<file path="src/rtl/irup_pkg.sv">
// shared types, character codes and helper functions for the ident reply parser
package irup_pkg;

  typedef enum logic [1:0] {
    PH_PORTS,
    PH_KEYWORD,
    PH_TYPE,
    PH_USER
  } field_phase_t;

  typedef enum logic [1:0] {
    NUM_BLANKS,
    NUM_SIGN,
    NUM_DIGITS,
    NUM_DONE
  } num_phase_t;

  typedef struct packed {
    num_phase_t phase;
    logic       nonzero;
  } num_state_t;

  localparam logic [7:0] CH_NUL      = 8'h00;
  localparam logic [7:0] CH_TAB      = 8'h09;
  localparam logic [7:0] CH_CR       = 8'h0D;
  localparam logic [7:0] CH_SPACE    = 8'h20;
  localparam logic [7:0] CH_PLUS     = 8'h2B;
  localparam logic [7:0] CH_COMMA    = 8'h2C;
  localparam logic [7:0] CH_MINUS    = 8'h2D;
  localparam logic [7:0] CH_ZERO     = 8'h30;
  localparam logic [7:0] CH_NINE     = 8'h39;
  localparam logic [7:0] CH_COLON    = 8'h3A;
  localparam logic [7:0] CH_AT       = 8'h40;
  localparam logic [7:0] CH_LBRACKET = 8'h5B;
  localparam logic [7:0] CH_CARET    = 8'h5E;
  localparam logic [7:0] CH_TILDE    = 8'h7E;

  localparam logic [2:0] KW_LEN = 3'd6;

  // characters of the keyword USERID
  function automatic logic [7:0] keyword_char(input logic [2:0] idx);
    logic [7:0] c;
    unique case (idx)
      3'd0:    c = 8'h55;
      3'd1:    c = 8'h53;
      3'd2:    c = 8'h45;
      3'd3:    c = 8'h52;
      3'd4:    c = 8'h49;
      3'd5:    c = 8'h44;
      default: c = CH_NUL;
    endcase
    return c;
  endfunction

  function automatic logic is_blank(input logic [7:0] c);
    return (c == CH_SPACE) || ((c >= CH_TAB) && (c <= CH_CR));
  endfunction

  // one step of an atoi style scan that only tracks whether a digit was nonzero
  function automatic num_state_t num_feed(input num_state_t s, input logic [7:0] c);
    num_state_t r;
    logic       digit;
    r     = s;
    digit = (c >= CH_ZERO) && (c <= CH_NINE);
    if (s.phase != NUM_DONE) begin
      if ((s.phase == NUM_BLANKS) && is_blank(c)) begin
        r = s;
      end else if ((s.phase == NUM_BLANKS) && ((c == CH_PLUS) || (c == CH_MINUS))) begin
        r.phase = NUM_SIGN;
      end else if (digit) begin
        r.phase = NUM_DIGITS;
        if (c != CH_ZERO) begin
          r.nonzero = 1'b1;
        end
      end else begin
        r.phase = NUM_DONE;
      end
    end
    return r;
  endfunction

endpackage

</file>
<file path="src/rtl/irup_front.sv">
// front end: parses reply bytes, pushes kept username characters and a per-reply verdict
module irup_front #(
  parameter int USER_MAX = 10,
  parameter int MSG_MAX  = 128,
  parameter int UW       = 4
) (
  input  logic          clk,
  input  logic          rst,
  input  logic          recv_valid,
  output logic          recv_ready,
  input  logic [7:0]    recv_byte,
  input  logic          is_last,
  output logic          char_push,
  output logic [7:0]    char_data,
  input  logic          char_full,
  output logic          desc_valid,
  output logic          desc_ok,
  output logic [UW-1:0] desc_cnt,
  input  logic          desc_full
);

  irup_pkg::field_phase_t phase, phase_next;
  irup_pkg::num_state_t   rem_num, rem_num_next;
  irup_pkg::num_state_t   loc_num, loc_num_next;
  logic                   comma_seen, comma_seen_next;
  logic [2:0]             kw_prog, kw_prog_next;
  logic                   kw_found, kw_found_next;
  logic                   prefix_skipping, prefix_skipping_next;
  logic                   user_stopped, user_stopped_next;
  logic [UW-1:0]          user_count, user_count_next;
  logic [7:0]             bytes_seen, bytes_seen_next;
  logic                   text_ended, text_ended_next;
  logic                   accept;
  logic                   prefix_drop;

  assign recv_ready = !char_full && !desc_full;
  assign accept     = recv_valid && recv_ready;
  assign char_data  = recv_byte;
  assign desc_valid = accept && is_last;

  always_comb begin
    phase_next           = phase;
    rem_num_next         = rem_num;
    loc_num_next         = loc_num;
    comma_seen_next      = comma_seen;
    kw_prog_next         = kw_prog;
    kw_found_next        = kw_found;
    prefix_skipping_next = prefix_skipping;
    user_stopped_next    = user_stopped;
    user_count_next      = user_count;
    bytes_seen_next      = bytes_seen;
    text_ended_next      = text_ended;
    char_push            = 1'b0;
    prefix_drop          = 1'b0;

    if (accept && !text_ended && (bytes_seen < 8'(MSG_MAX))) begin
      bytes_seen_next = bytes_seen + 8'd1;
      if (recv_byte == irup_pkg::CH_NUL) begin
        text_ended_next = 1'b1;
      end else begin
        unique case (phase)
          irup_pkg::PH_PORTS: begin
            if (recv_byte == irup_pkg::CH_COLON) begin
              phase_next = irup_pkg::PH_KEYWORD;
            end else if ((recv_byte == irup_pkg::CH_COMMA) && !comma_seen) begin
              comma_seen_next = 1'b1;
            end else if (!comma_seen) begin
              rem_num_next = irup_pkg::num_feed(rem_num, recv_byte);
            end else begin
              loc_num_next = irup_pkg::num_feed(loc_num, recv_byte);
            end
          end
          irup_pkg::PH_KEYWORD: begin
            if (recv_byte == irup_pkg::CH_COLON) begin
              phase_next = irup_pkg::PH_TYPE;
            end else if (!kw_found) begin
              if (recv_byte == irup_pkg::keyword_char(kw_prog)) begin
                kw_prog_next = kw_prog + 3'd1;
              end else if (recv_byte == irup_pkg::keyword_char(3'd0)) begin
                kw_prog_next = 3'd1;
              end else begin
                kw_prog_next = 3'd0;
              end
              if (kw_prog_next == irup_pkg::KW_LEN) begin
                kw_found_next = 1'b1;
              end
            end
          end
          irup_pkg::PH_TYPE: begin
            if (recv_byte == irup_pkg::CH_COLON) begin
              phase_next = irup_pkg::PH_USER;
            end
          end
          irup_pkg::PH_USER: begin
            if (!user_stopped) begin
              if (prefix_skipping) begin
                if ((recv_byte == irup_pkg::CH_TILDE) || (recv_byte == irup_pkg::CH_CARET)) begin
                  prefix_drop = 1'b1;
                end else begin
                  prefix_skipping_next = 1'b0;
                end
              end
              if (!prefix_drop && (user_count < UW'(USER_MAX))) begin
                if (recv_byte == irup_pkg::CH_AT) begin
                  user_stopped_next = 1'b1;
                end else if (!irup_pkg::is_blank(recv_byte) &&
                             (recv_byte != irup_pkg::CH_COLON) &&
                             (recv_byte != irup_pkg::CH_LBRACKET)) begin
                  char_push       = 1'b1;
                  user_count_next = user_count + UW'(1);
                end
              end
            end
          end
          default: phase_next = phase;
        endcase
      end
    end

    // verdict sees the state after this byte
    desc_ok  = (phase_next == irup_pkg::PH_USER) && comma_seen_next &&
               rem_num_next.nonzero && loc_num_next.nonzero && kw_found_next;
    desc_cnt = user_count_next;

    if (accept && is_last) begin
      phase_next           = irup_pkg::PH_PORTS;
      rem_num_next         = '{phase: irup_pkg::NUM_BLANKS, nonzero: 1'b0};
      loc_num_next         = '{phase: irup_pkg::NUM_BLANKS, nonzero: 1'b0};
      comma_seen_next      = 1'b0;
      kw_prog_next         = 3'd0;
      kw_found_next        = 1'b0;
      prefix_skipping_next = 1'b1;
      user_stopped_next    = 1'b0;
      user_count_next      = '0;
      bytes_seen_next      = 8'd0;
      text_ended_next      = 1'b0;
    end
  end

  always_ff @(posedge clk) begin
    if (rst) begin
      phase           <= irup_pkg::PH_PORTS;
      rem_num         <= '{phase: irup_pkg::NUM_BLANKS, nonzero: 1'b0};
      loc_num         <= '{phase: irup_pkg::NUM_BLANKS, nonzero: 1'b0};
      comma_seen      <= 1'b0;
      kw_prog         <= 3'd0;
      kw_found        <= 1'b0;
      prefix_skipping <= 1'b1;
      user_stopped    <= 1'b0;
      user_count      <= '0;
      bytes_seen      <= 8'd0;
      text_ended      <= 1'b0;
    end else begin
      phase           <= phase_next;
      rem_num         <= rem_num_next;
      loc_num         <= loc_num_next;
      comma_seen      <= comma_seen_next;
      kw_prog         <= kw_prog_next;
      kw_found        <= kw_found_next;
      prefix_skipping <= prefix_skipping_next;
      user_stopped    <= user_stopped_next;
      user_count      <= user_count_next;
      bytes_seen      <= bytes_seen_next;
      text_ended      <= text_ended_next;
    end
  end

  a_count_bound: assert property (@(posedge clk) disable iff (rst)
    user_count <= UW'(USER_MAX))
    else $error("username count beyond limit");

  a_push_in_user: assert property (@(posedge clk) disable iff (rst)
    char_push |-> (phase == irup_pkg::PH_USER) && !user_stopped)
    else $error("character kept outside the username field");

  a_kw_found: assert property (@(posedge clk) disable iff (rst)
    (kw_prog == irup_pkg::KW_LEN) |-> kw_found)
    else $error("keyword matched but not flagged");

endmodule

</file>
<file path="src/rtl/irup_cq.sv">
// character queue: memory fifo with a registered head word
module irup_cq #(
  parameter int AW = 5
) (
  input  logic       clk,
  input  logic       rst,
  input  logic       push,
  input  logic [7:0] push_data,
  output logic       full,
  input  logic       pop,
  output logic       head_valid,
  output logic [7:0] head_data
);

  localparam int DEPTH = 1 << AW;

  logic [7:0]    mem [DEPTH];
  logic [AW-1:0] wr_ptr;
  logic [AW-1:0] rd_ptr;
  logic [AW:0]   count;
  logic          refill;

  assign full   = (count == (AW+1)'(DEPTH));
  assign refill = (count != '0) && (!head_valid || pop);

  always_ff @(posedge clk) begin
    if (rst) begin
      wr_ptr     <= '0;
      rd_ptr     <= '0;
      count      <= '0;
      head_valid <= 1'b0;
    end else begin
      if (push) begin
        wr_ptr <= wr_ptr + AW'(1);
      end
      if (refill) begin
        rd_ptr <= rd_ptr + AW'(1);
      end
      count <= count + (AW+1)'(push) - (AW+1)'(refill);
      if (refill) begin
        head_valid <= 1'b1;
      end else if (pop) begin
        head_valid <= 1'b0;
      end
    end
  end

  always_ff @(posedge clk) begin
    if (push) begin
      mem[wr_ptr] <= push_data;
    end
    if (refill) begin
      head_data <= mem[rd_ptr];
    end
  end

  a_no_overflow: assert property (@(posedge clk) disable iff (rst)
    push |-> !full)
    else $error("push into full character queue");

  a_no_underflow: assert property (@(posedge clk) disable iff (rst)
    pop |-> head_valid)
    else $error("pop from empty character queue");

  a_count_bound: assert property (@(posedge clk) disable iff (rst)
    count <= (AW+1)'(DEPTH))
    else $error("character queue count out of range");

endmodule

</file>
<file path="src/rtl/irup_back.sv">
// back end: verdict queue, result sequencer and output register
module irup_back #(
  parameter int UW = 4
) (
  input  logic          clk,
  input  logic          rst,
  input  logic          desc_valid,
  input  logic          desc_ok,
  input  logic [UW-1:0] desc_cnt,
  output logic          desc_full,
  input  logic          head_valid,
  input  logic [7:0]    head_data,
  output logic          pop,
  output logic          result_valid,
  input  logic          result_ready,
  output logic          ident_ok,
  output logic          has_char,
  output logic [7:0]    user_char,
  output logic          last_result
);

  logic          dq_ok  [2];
  logic [UW-1:0] dq_cnt [2];
  logic          dq_wr;
  logic          dq_rd;
  logic [1:0]    dq_num;
  logic          dq_pop;
  logic          cur_ok;
  logic [UW-1:0] cur_cnt;
  logic [UW-1:0] done, done_next;
  logic          load_ok;
  logic          load;
  logic          ld_ok;
  logic          ld_has;
  logic [7:0]    ld_char;
  logic          ld_last;

  assign desc_full = (dq_num == 2'd2);
  assign cur_ok    = dq_ok[dq_rd];
  assign cur_cnt   = dq_cnt[dq_rd];
  assign load_ok   = !result_valid || result_ready;

  always_comb begin
    pop       = 1'b0;
    dq_pop    = 1'b0;
    load      = 1'b0;
    done_next = done;
    ld_ok     = cur_ok;
    ld_has    = 1'b0;
    ld_char   = irup_pkg::CH_NUL;
    ld_last   = 1'b1;
    if (dq_num != 2'd0) begin
      if (cur_ok && (cur_cnt != '0)) begin
        if (head_valid && load_ok) begin
          pop     = 1'b1;
          load    = 1'b1;
          ld_has  = 1'b1;
          ld_char = head_data;
          ld_last = ((done + UW'(1)) == cur_cnt);
          if (ld_last) begin
            dq_pop    = 1'b1;
            done_next = '0;
          end else begin
            done_next = done + UW'(1);
          end
        end
      end else if (done != cur_cnt) begin
        // rejected reply: drain its characters without a transfer
        if (head_valid) begin
          pop       = 1'b1;
          done_next = done + UW'(1);
        end
      end else if (load_ok) begin
        load      = 1'b1;
        dq_pop    = 1'b1;
        done_next = '0;
      end
    end
  end

  always_ff @(posedge clk) begin
    if (rst) begin
      dq_wr        <= 1'b0;
      dq_rd        <= 1'b0;
      dq_num       <= 2'd0;
      done         <= '0;
      result_valid <= 1'b0;
    end else begin
      if (desc_valid) begin
        dq_wr <= !dq_wr;
      end
      if (dq_pop) begin
        dq_rd <= !dq_rd;
      end
      dq_num <= dq_num + 2'(desc_valid) - 2'(dq_pop);
      done   <= done_next;
      if (load) begin
        result_valid <= 1'b1;
      end else if (result_ready) begin
        result_valid <= 1'b0;
      end
    end
  end

  always_ff @(posedge clk) begin
    if (desc_valid) begin
      dq_ok[dq_wr]  <= desc_ok;
      dq_cnt[dq_wr] <= desc_cnt;
    end
    if (load) begin
      ident_ok    <= ld_ok;
      has_char    <= ld_has;
      user_char   <= ld_char;
      last_result <= ld_last;
    end
  end

  a_dq_pop_nonempty: assert property (@(posedge clk) disable iff (rst)
    dq_pop |-> (dq_num != 2'd0))
    else $error("verdict popped from empty queue");

  a_dq_bound: assert property (@(posedge clk) disable iff (rst)
    dq_num <= 2'd2)
    else $error("verdict queue count out of range");

  a_no_char_is_last: assert property (@(posedge clk) disable iff (rst)
    (result_valid && !has_char) |-> last_result)
    else $error("result without a character is not the closing one");

  a_done_bound: assert property (@(posedge clk) disable iff (rst)
    (dq_num != 2'd0) |-> (done <= cur_cnt))
    else $error("more characters consumed than the reply holds");

endmodule

</file>
<file path="src/rtl/ident_reply_username_parser.sv">
// one received byte is taken per cycle; ready drops only when a queue to the back end is full
// a reply's last byte queues its verdict; its results are then registered at the output
// results leave one per cycle while the sink is ready; rejected characters are only drained
// the character queue memory holds 2**(clog2(USER_MAX)+1) bytes, the verdict queue two replies
// synchronous active-high reset clears parser state, queues and the output valid flag
module ident_reply_username_parser #(
  parameter int USER_MAX = 10,
  parameter int MSG_MAX  = 128
) (
  input  logic       clk,
  input  logic       rst,
  input  logic       recv_valid,
  output logic       recv_ready,
  input  logic [7:0] recv_byte,
  input  logic       is_last,
  output logic       result_valid,
  input  logic       result_ready,
  output logic       ident_ok,
  output logic       has_char,
  output logic [7:0] user_char,
  output logic       last_result
);

  localparam int UW = $clog2(USER_MAX + 1);
  localparam int AW = $clog2(USER_MAX) + 1;

  logic          char_push;
  logic [7:0]    char_data;
  logic          char_full;
  logic          desc_valid;
  logic          desc_ok;
  logic [UW-1:0] desc_cnt;
  logic          desc_full;
  logic          head_valid;
  logic [7:0]    head_data;
  logic          pop;

  irup_front #(
    .USER_MAX (USER_MAX),
    .MSG_MAX  (MSG_MAX),
    .UW       (UW)
  ) u_front (
    .clk        (clk),
    .rst        (rst),
    .recv_valid (recv_valid),
    .recv_ready (recv_ready),
    .recv_byte  (recv_byte),
    .is_last    (is_last),
    .char_push  (char_push),
    .char_data  (char_data),
    .char_full  (char_full),
    .desc_valid (desc_valid),
    .desc_ok    (desc_ok),
    .desc_cnt   (desc_cnt),
    .desc_full  (desc_full)
  );

  irup_cq #(
    .AW (AW)
  ) u_cq (
    .clk        (clk),
    .rst        (rst),
    .push       (char_push),
    .push_data  (char_data),
    .full       (char_full),
    .pop        (pop),
    .head_valid (head_valid),
    .head_data  (head_data)
  );

  irup_back #(
    .UW (UW)
  ) u_back (
    .clk          (clk),
    .rst          (rst),
    .desc_valid   (desc_valid),
    .desc_ok      (desc_ok),
    .desc_cnt     (desc_cnt),
    .desc_full    (desc_full),
    .head_valid   (head_valid),
    .head_data    (head_data),
    .pop          (pop),
    .result_valid (result_valid),
    .result_ready (result_ready),
    .ident_ok     (ident_ok),
    .has_char     (has_char),
    .user_char    (user_char),
    .last_result  (last_result)
  );

endmodule

</file>
<file path="config.mk">
export PLATFORM = sky130hd
export DESIGN_NAME = ident_reply_username_parser
export DESIGN_NICKNAME = d
export VERILOG_FILES = /design/src/rtl/irup_pkg.sv /design/src/rtl/irup_front.sv /design/src/rtl/irup_cq.sv /design/src/rtl/irup_back.sv /design/src/rtl/ident_reply_username_parser.sv
export SDC_FILE = /design/constraint.sdc
export NUM_CORES = 1
export LEC_CHECK = 0
export ABC_AREA = 1
export BUFFER_PORTS_ARGS = -buffer_cell sky130_fd_sc_hd__buf_2
export CORE_ASPECT_RATIO = 1.75
export CORE_MARGIN = 2
export CORE_UTILIZATION = 50
export DETAILED_ROUTE_END_ITERATION = 6
export PLACE_DENSITY = 0.62
export SLEW_MARGIN = 25
export SYNTH_ARGS = -nofsm -noshare
export SYNTH_HDL_FRONTEND = slang
export SYNTH_HIERARCHICAL = 1
export SYNTH_SLANG_ARGS = --single-unit
</file>
<file path="constraint.sdc">
create_clock -name clk -period 6.5 [get_ports clk]
set_input_delay 0.975 -clock clk [delete_from_list [all_inputs] [get_ports clk]]
set_output_delay 0.975 -clock clk [all_outputs]
set_load 0.02 [all_outputs]
</file>
==> impl_metrics.csv, run 1 <==
group,metric,value,unit
finish,area_growth,8.66,%
clock_network,cts.clk_slew.worst_paths,0.07,ns
sta,hold_viol_final,0,
floorplan,die_w,138,µm
status,outcome,"finished clean",
clock_network,cts_tree,"built",
clock_network,cts_made_buffers,29,
floorplan,fp-row-count,85,
clock_network,cts_max_level,1,
sta,maxSlewHeadroom,0.324,
finish,multiInputGateArea,4700,µm²
global_routing,grt_pass1_wl,58.3,mm
placed_design,port_buffers,25,
drt,route.vias.total,10900,
finish,nFillCells,2686,
finish,diodes,0,
synth,yosysWarningCount,6,
drt,avgViaCountPerCell,5.23,
global_routing,grt_max_degree,94,
placed_design,dpl.cell_count,2027,
worst_hold_path,min-delay-start,"u_front/rem_num[0]",
finish,fin_nets,1705,
critical_path,path_class,"in2reg",
clock_network,clock_path_buffers,3,
synth,ys_seq_area_frac,0.619,
drt,ant_nets,0,
sta,fmax,271,MHz
global_routing,grt_usage,0.236,
critical_path,cp-end-kind,"flip-flop",
worst_hold_path,hold_class,"reg2reg",
global_routing,grt_overflow,0,
floorplan,core_area,30700,µm²
sta,setup_tns,0,ns
power,leakagePower,7.00,nW
sta,skew,0.0227,ns
finish,utilization,0.551,
sta,slew_viol_final,0,
critical_path,r2r-end,"u_cq/count[4]",
finish,layout-drive-gt1-share,0.0722,
critical_path,rr_worst_depth,20,
clock_network,ctsHoldBuffers,0,
critical_path,path_max_fanout,34,
critical_path,cp.arrival,3.88,ns
drt,first_iter_violations,707,
clock_network,cts.repair.resized,0,
finish,ff_latch_area,9660,µm²
synth,netlist_instances,1669,
drt,drtPass1Iterations,5,
flow_run,drv_cap,0,
drt,wl_per_cell,18.0,µm
floorplan,fp.dieH,238,µm
drt,routed_wl,37.3,mm
synth,syn_area,15600,µm²
floorplan,io_pins,26,
clock_network,clkSinkCount,340,
placed_design,gp_congestion,0.984,
sta,setup_violations,0,
clock_network,clock-root-buffer,"clkbuf_16",
synth,yosys_register_bits,340,
global_routing,antenna_found_initial,0,
critical_path,crit_path_start_kind,"primary input",
critical_path,rrSetupSlack,2.82,ns
sta,max_slew.worst_pin.slew,1.01,ns
clock_network,post_cts_buffers,0,
power,ir_drop,0.238,mV
synth,synth_cell_types,39,
clock_network,insertion_delay,0.56,ns
sta,grt_setup_unrepaired,"no",
worst_hold_path,holdPathStages,2,
floorplan,initial_core_util,0.508,
worst_hold_path,hold_end,"u_front/rem_num[0]",
sta,fin_crit_sh,0.568,
power,p_per_area,354,nW/µm²
finish,stdcell_count,2080,
placed_design,dp_hpwl,25.1,mm
drt,route.detailed.drc,0,
floorplan,die_area,32700,µm²
sta,holdWs,0.462,ns
global_routing,first_global_vias,11000,
synth,postSynthAreaPerCell,9.35,µm²
sta,layout_min_cycle_time,3.69,ns
critical_path,crit_required,6.69,ns
synth,syn-num-nets,1707,
stage by stage:
step,total power [mW],worst slack (ns),cell area (µm²)
floorplan,3.74,3.02,15600
global placement,4.16,2.27,15900
detailed placement,4.19,2.20,15900
CTS,6.03,2.78,16900
global route,6.32,2.30,16900
finish,6.00,2.81,16900
cell families (layout without fill, tap and decap cells):
group / after synthesis / in the layout / synth area share
simple gates: 901 / 901 / 0.246
xor+xnor: 3 / 3 / 0.00168
fa+ha+maj: 25 / 25 / 0.0205
flops: 340 / 340 / 0.619
buf+inv: 306 / 326 / 0.0797
compound gates: 94 / 94 / 0.0328
worst max path at each step:
stage | from | endpoint | cells after the start | slack, ns
2_1_floorplan | result_ready | u_cq/count[4] | 18 | 3.02
3_3_place_gp | recv_byte[7] | u_cq/mem[31][0] | 13 | 2.27
3_5_place_dp | recv_byte[7] | u_cq/mem[31][0] | 13 | 2.20
4_1_cts | recv_byte[7] | u_cq/mem[31][1] | 13 | 2.78
5_1_grt | flip-flop | u_cq/count[4] | 20 | 2.30
6_report | recv_byte[7] | u_cq/mem[31][1] | 13 | 2.81
layer usage:
layer | up-vias | global-route usage | part of all wire | routed length, µm
li1 | 5401 | - | - | -
met1 | 5130 | 0.262 | 0.37 | 13800
met2 | 282 | 0.444 | 0.54 | 20300
met3 | 74 | 0.0237 | 0.042 | 1550
met4 | 0 | 0.108 | 0.046 | 1710
met5 | - | 0 | 0 | 0
Yosys cell counts (all sizes together):
cell	instances	area [µm²]
a21o	1	7.51
edfxtp	285	8560
fa	1	20.0
nor2	143	598
buf	50	280
o211ai	9	67.6
and3	3	18.8
inv	238	893
nand3	201	1030
dfxtp	55	1100
and2	1	6.26
clkbuf	13	50.0
a211o	1	8.76
nand4	8	65.1
a21oi	57	289
xor2	3	26.3
nor3	17	90.1
nand3b	1	7.51
nor4	1	6.26
ha	24	300
nand2	526	2010
o21ai	21	105
o31ai	1	7.51
clkinv	5	20.0
a211oi	1	7.51
a31oi	3	18.8
final cells by class:
cell class,instances,area share
Clock inverter,20,0.0166
Multi-Input combinational cell,1023,0.277
Timing Repair Buffer,30,0.00960
Inverter,243,0.0540
Tap cell,391,0.0289
Sequential cell,340,0.570
Clock buffer,33,0.0437
state kept, by name, indices dropped and copies added, names as in the netlist, 4 cells and up, named ones only:
signal	cells
u_cq/mem	256
u_front/user_count	4
u_cq/wr_ptr	5
u_cq/rd_ptr	5
u_front/bytes_seen	8
u_cq/head_data	8
u_back/dq_cnt	8
u_cq/count	6
u_back/user_char	8
u_back/done	4
where the power goes:
group	internal (mW)	switching [mW]	leakage (nW)
Combinational	0.438	1.09	3.49
Clock	1.10	0.757	0.493
Sequential	2.50	0.127	3.02
Total	4.03	1.97	7.00
worst max-delay path: stages:
cell and delay (ns):
buf_2 0.56, inv_1 0.23, nand2_1 0.16, nor2_1 0.08
nand3_2 0.10, nand2_1 0.08, nor2_1 0.11, nand3_2 0.13
nor2_8 0.24, nand2_1 0.33, inv_1 0.21, nand2_1 0.08
nor2_1 0.57
layout by cell type, fill, tap and decap left out, types with 2 or more instances in the layout:
master	instances
a21oi_1	56
a31oi_1	3
and3_1	3
buf_2	25
buf_4	5
bufinv_16	7
clkbuf_1	4
clkbuf_16	29
clkinv_1	9
clkinv_2	6
clkinv_4	2
clkinvlp_4	2
dfxtp_1	53
edfxtp_1	285
ha_1	24
inv_1	226
inv_2	11
nand2_1	512
nand2_2	13
nand3_1	196
nand3_2	5
nand4_1	7
nor2_1	132
nor2_2	6
nor2_4	4
nor3_1	16
o211ai_1	9
o21ai_0	20
xor2_1	3
(Power assumes the default switching activity.)
==> run 2: changes to the inputs <==
==> constraint.sdc (replaced) <==
create_clock -name clk -period 3.5 [get_ports clk]
set_input_delay 0.525 -clock clk [delete_from_list [all_inputs] [get_ports clk]]
set_output_delay 0.525 -clock clk [all_outputs]
set_load 0.02 [all_outputs]
==> impl_metrics.csv, run 2 (synthesis gave the netlist of run 1 again) <==
group,metric,value,unit
floorplan,fp-row-count,85,
clock_network,post_cts_buffers,0,
placed_design,dp_hpwl,25.5,mm
sta,setup_tns,0,ns
global_routing,grt_usage,0.241,
critical_path,cp_num_cells,16,
drt,routed_wl,37.4,mm
critical_path,rr_worst_depth,16,
global_routing,first_global_vias,11100,
sta,maxSlewHeadroom,0.453,
drt,drtPass1Iterations,5,
finish,nFillCells,2672,
global_routing,gr-usage-met3,0.0237,
clock_network,cts.clk_slew.worst_paths,0.07,ns
global_routing,antenna_found_initial,0,
global_routing,grt_max_degree,85,
power,ir_drop,0.470,mV
sta,fmax,326,MHz
floorplan,fp.dieH,238,µm
sta,fin_crit_sh,0.875,
sta,grt_setup_unrepaired,"no",
clock_network,ctsHoldBuffers,0,
critical_path,crit_slowest_cell,"fa_1",
global_routing,grt_pass1_wl,59.3,mm
finish,stdcell_count,2132,
clock_network,insertion_delay,0.57,ns
power,leakagePower,7.26,nW
floorplan,io_pins,26,
clock_network,clock-root-buffer,"clkbuf_16",
clock_network,clkSinkCount,340,
critical_path,cp_cell_sequence,"inv_1 -> ha_1 -> and3_1 -> nor2_4 -> nand4_4 -> clkinv_2 -> nand2_1 -> nor2_2 -> nand2_2 -> nor2_8 -> ha_1 -> inv_1 -> fa_1 -> o31ai_1 -> o21ai_0 -> a21oi_1",
critical_path,crit_family,"simple AND/OR/NAND/NOR gates",
global_routing,grt_use_met1,0.258,
sta,setup_violations,0,
floorplan,die_area,32700,µm²
placed_design,port_buffers,25,
floorplan,initial_core_util,0.508,
finish,area_growth,11.2,%
sta,max_slew.worst_pin.slew,0.820,ns
clock_network,clock_path_buffers,3,
finish,max_flop_register,"u_cq/mem",
clock_network,cts_made_buffers,30,
floorplan,core_area,30700,µm²
critical_path,crit_path_start_kind,"flip-flop",
drt,first_iter_violations,871,
clock_network,cts_tree,"built",
critical_path,cp.arrival,3.56,ns
sta,slew_viol_final,0,
status,outcome,"finished clean",
placed_design,gp_congestion,0.903,
drt,wl_per_cell,17.6,µm
sta,skew,0.0116,ns
drt,route.detailed.drc,0,
sta,holdWs,0.280,ns
global_routing,grt_util_met2,0.458,
critical_path,cp.buffers_inverters,3,
sta,hold_viol_final,0,
worst_hold_path,hold_class,"in2reg",
critical_path,path_class,"reg2reg",
finish,largest_reg_flops,256,
power,p_per_area,649,nW/µm²
critical_path,critPathMaxStageDelay,0.40,ns
global_routing,top_usage_layer,"met2",
drt,route.vias.total,10900,
critical_path,path_max_fanout,15,
global_routing,grt_overflow,0,
drt,ant_nets,0,
drt,avgViaCountPerCell,5.13,
flow_run,drv_cap,0,
critical_path,crit_required,4.00,ns
finish,diodes,0,
floorplan,die_w,138,µm
finish,layout-drive-gt1-share,0.104,
finish,utilization,0.564,
power,p_total,11.3,mW
finish,fin_nets,1755,
clock_network,cts.repair.resized,0,
clock_network,cts_max_level,1,
critical_path,cp-end-kind,"flip-flop",
worst_hold_path,holdPathStages,4,
finish,layout_commonest_cell,"nand2_1",
sta,layout_min_cycle_time,3.06,ns
finish,mostFrequentLayoutCells,"nand2_1, edfxtp_1, inv_1, nand3_1, nor2_1",
placed_design,dpl.cell_count,2076,
## run 2: through the flow
stage,setup slack [ns],area (µm²)
final,0.437,17300
after global placement,0.416,16300
after detailed placement,0.403,16300
after floorplan,0.385,15600
after global routing,0.00341,17300
after CTS,0.394,17300
## run 2: worst paths after layout
kind                            from  slack [ns]             endpoint
hold reg to reg   u_front/rem_num[0]        0.46   u_front/rem_num[0]
setup reg to reg       u_cq/count[2]        0.44        u_cq/count[4]
hold / removal          result_ready        0.28  u_back/result_valid
setup / recovery       u_cq/count[2]        0.44        u_cq/count[4]
## run 2: layout make-up
type                    count  area, µm²  share of cell area
well taps                 391        489              0.0282
flip-flops and latches    340       9670               0.557
multi-input cells        1023       4700               0.271
repair buffers             79        543              0.0313
inverters                 243        915              0.0527
clock inverters            22        244              0.0141
clock buffers              34        797              0.0459
## run 2: worst min-delay path, cell delays in order
cell and delay, ns:
buf_2 0.08, nor2_1 0.05, inv_1 0.07, a21oi_1 0.07
## run 2: power breakdown
| part | total (mW) | internal [mW] | switching, mW |
|---|---|---|---|
| combinational | 3.00 | 0.869 | 2.13 |
| clock | 3.46 | 1.95 | 1.51 |
| sequential | 4.80 | 4.64 | 0.159 |
| total | 11.3 | 7.46 | 3.80 |
## run 2: routing by layer
metal	vias to the layer above	share of wire
li1	5492	-
met1	5136	0.37
met2	224	0.55
met3	84	0.031
met4	0	0.053
met5	-	0
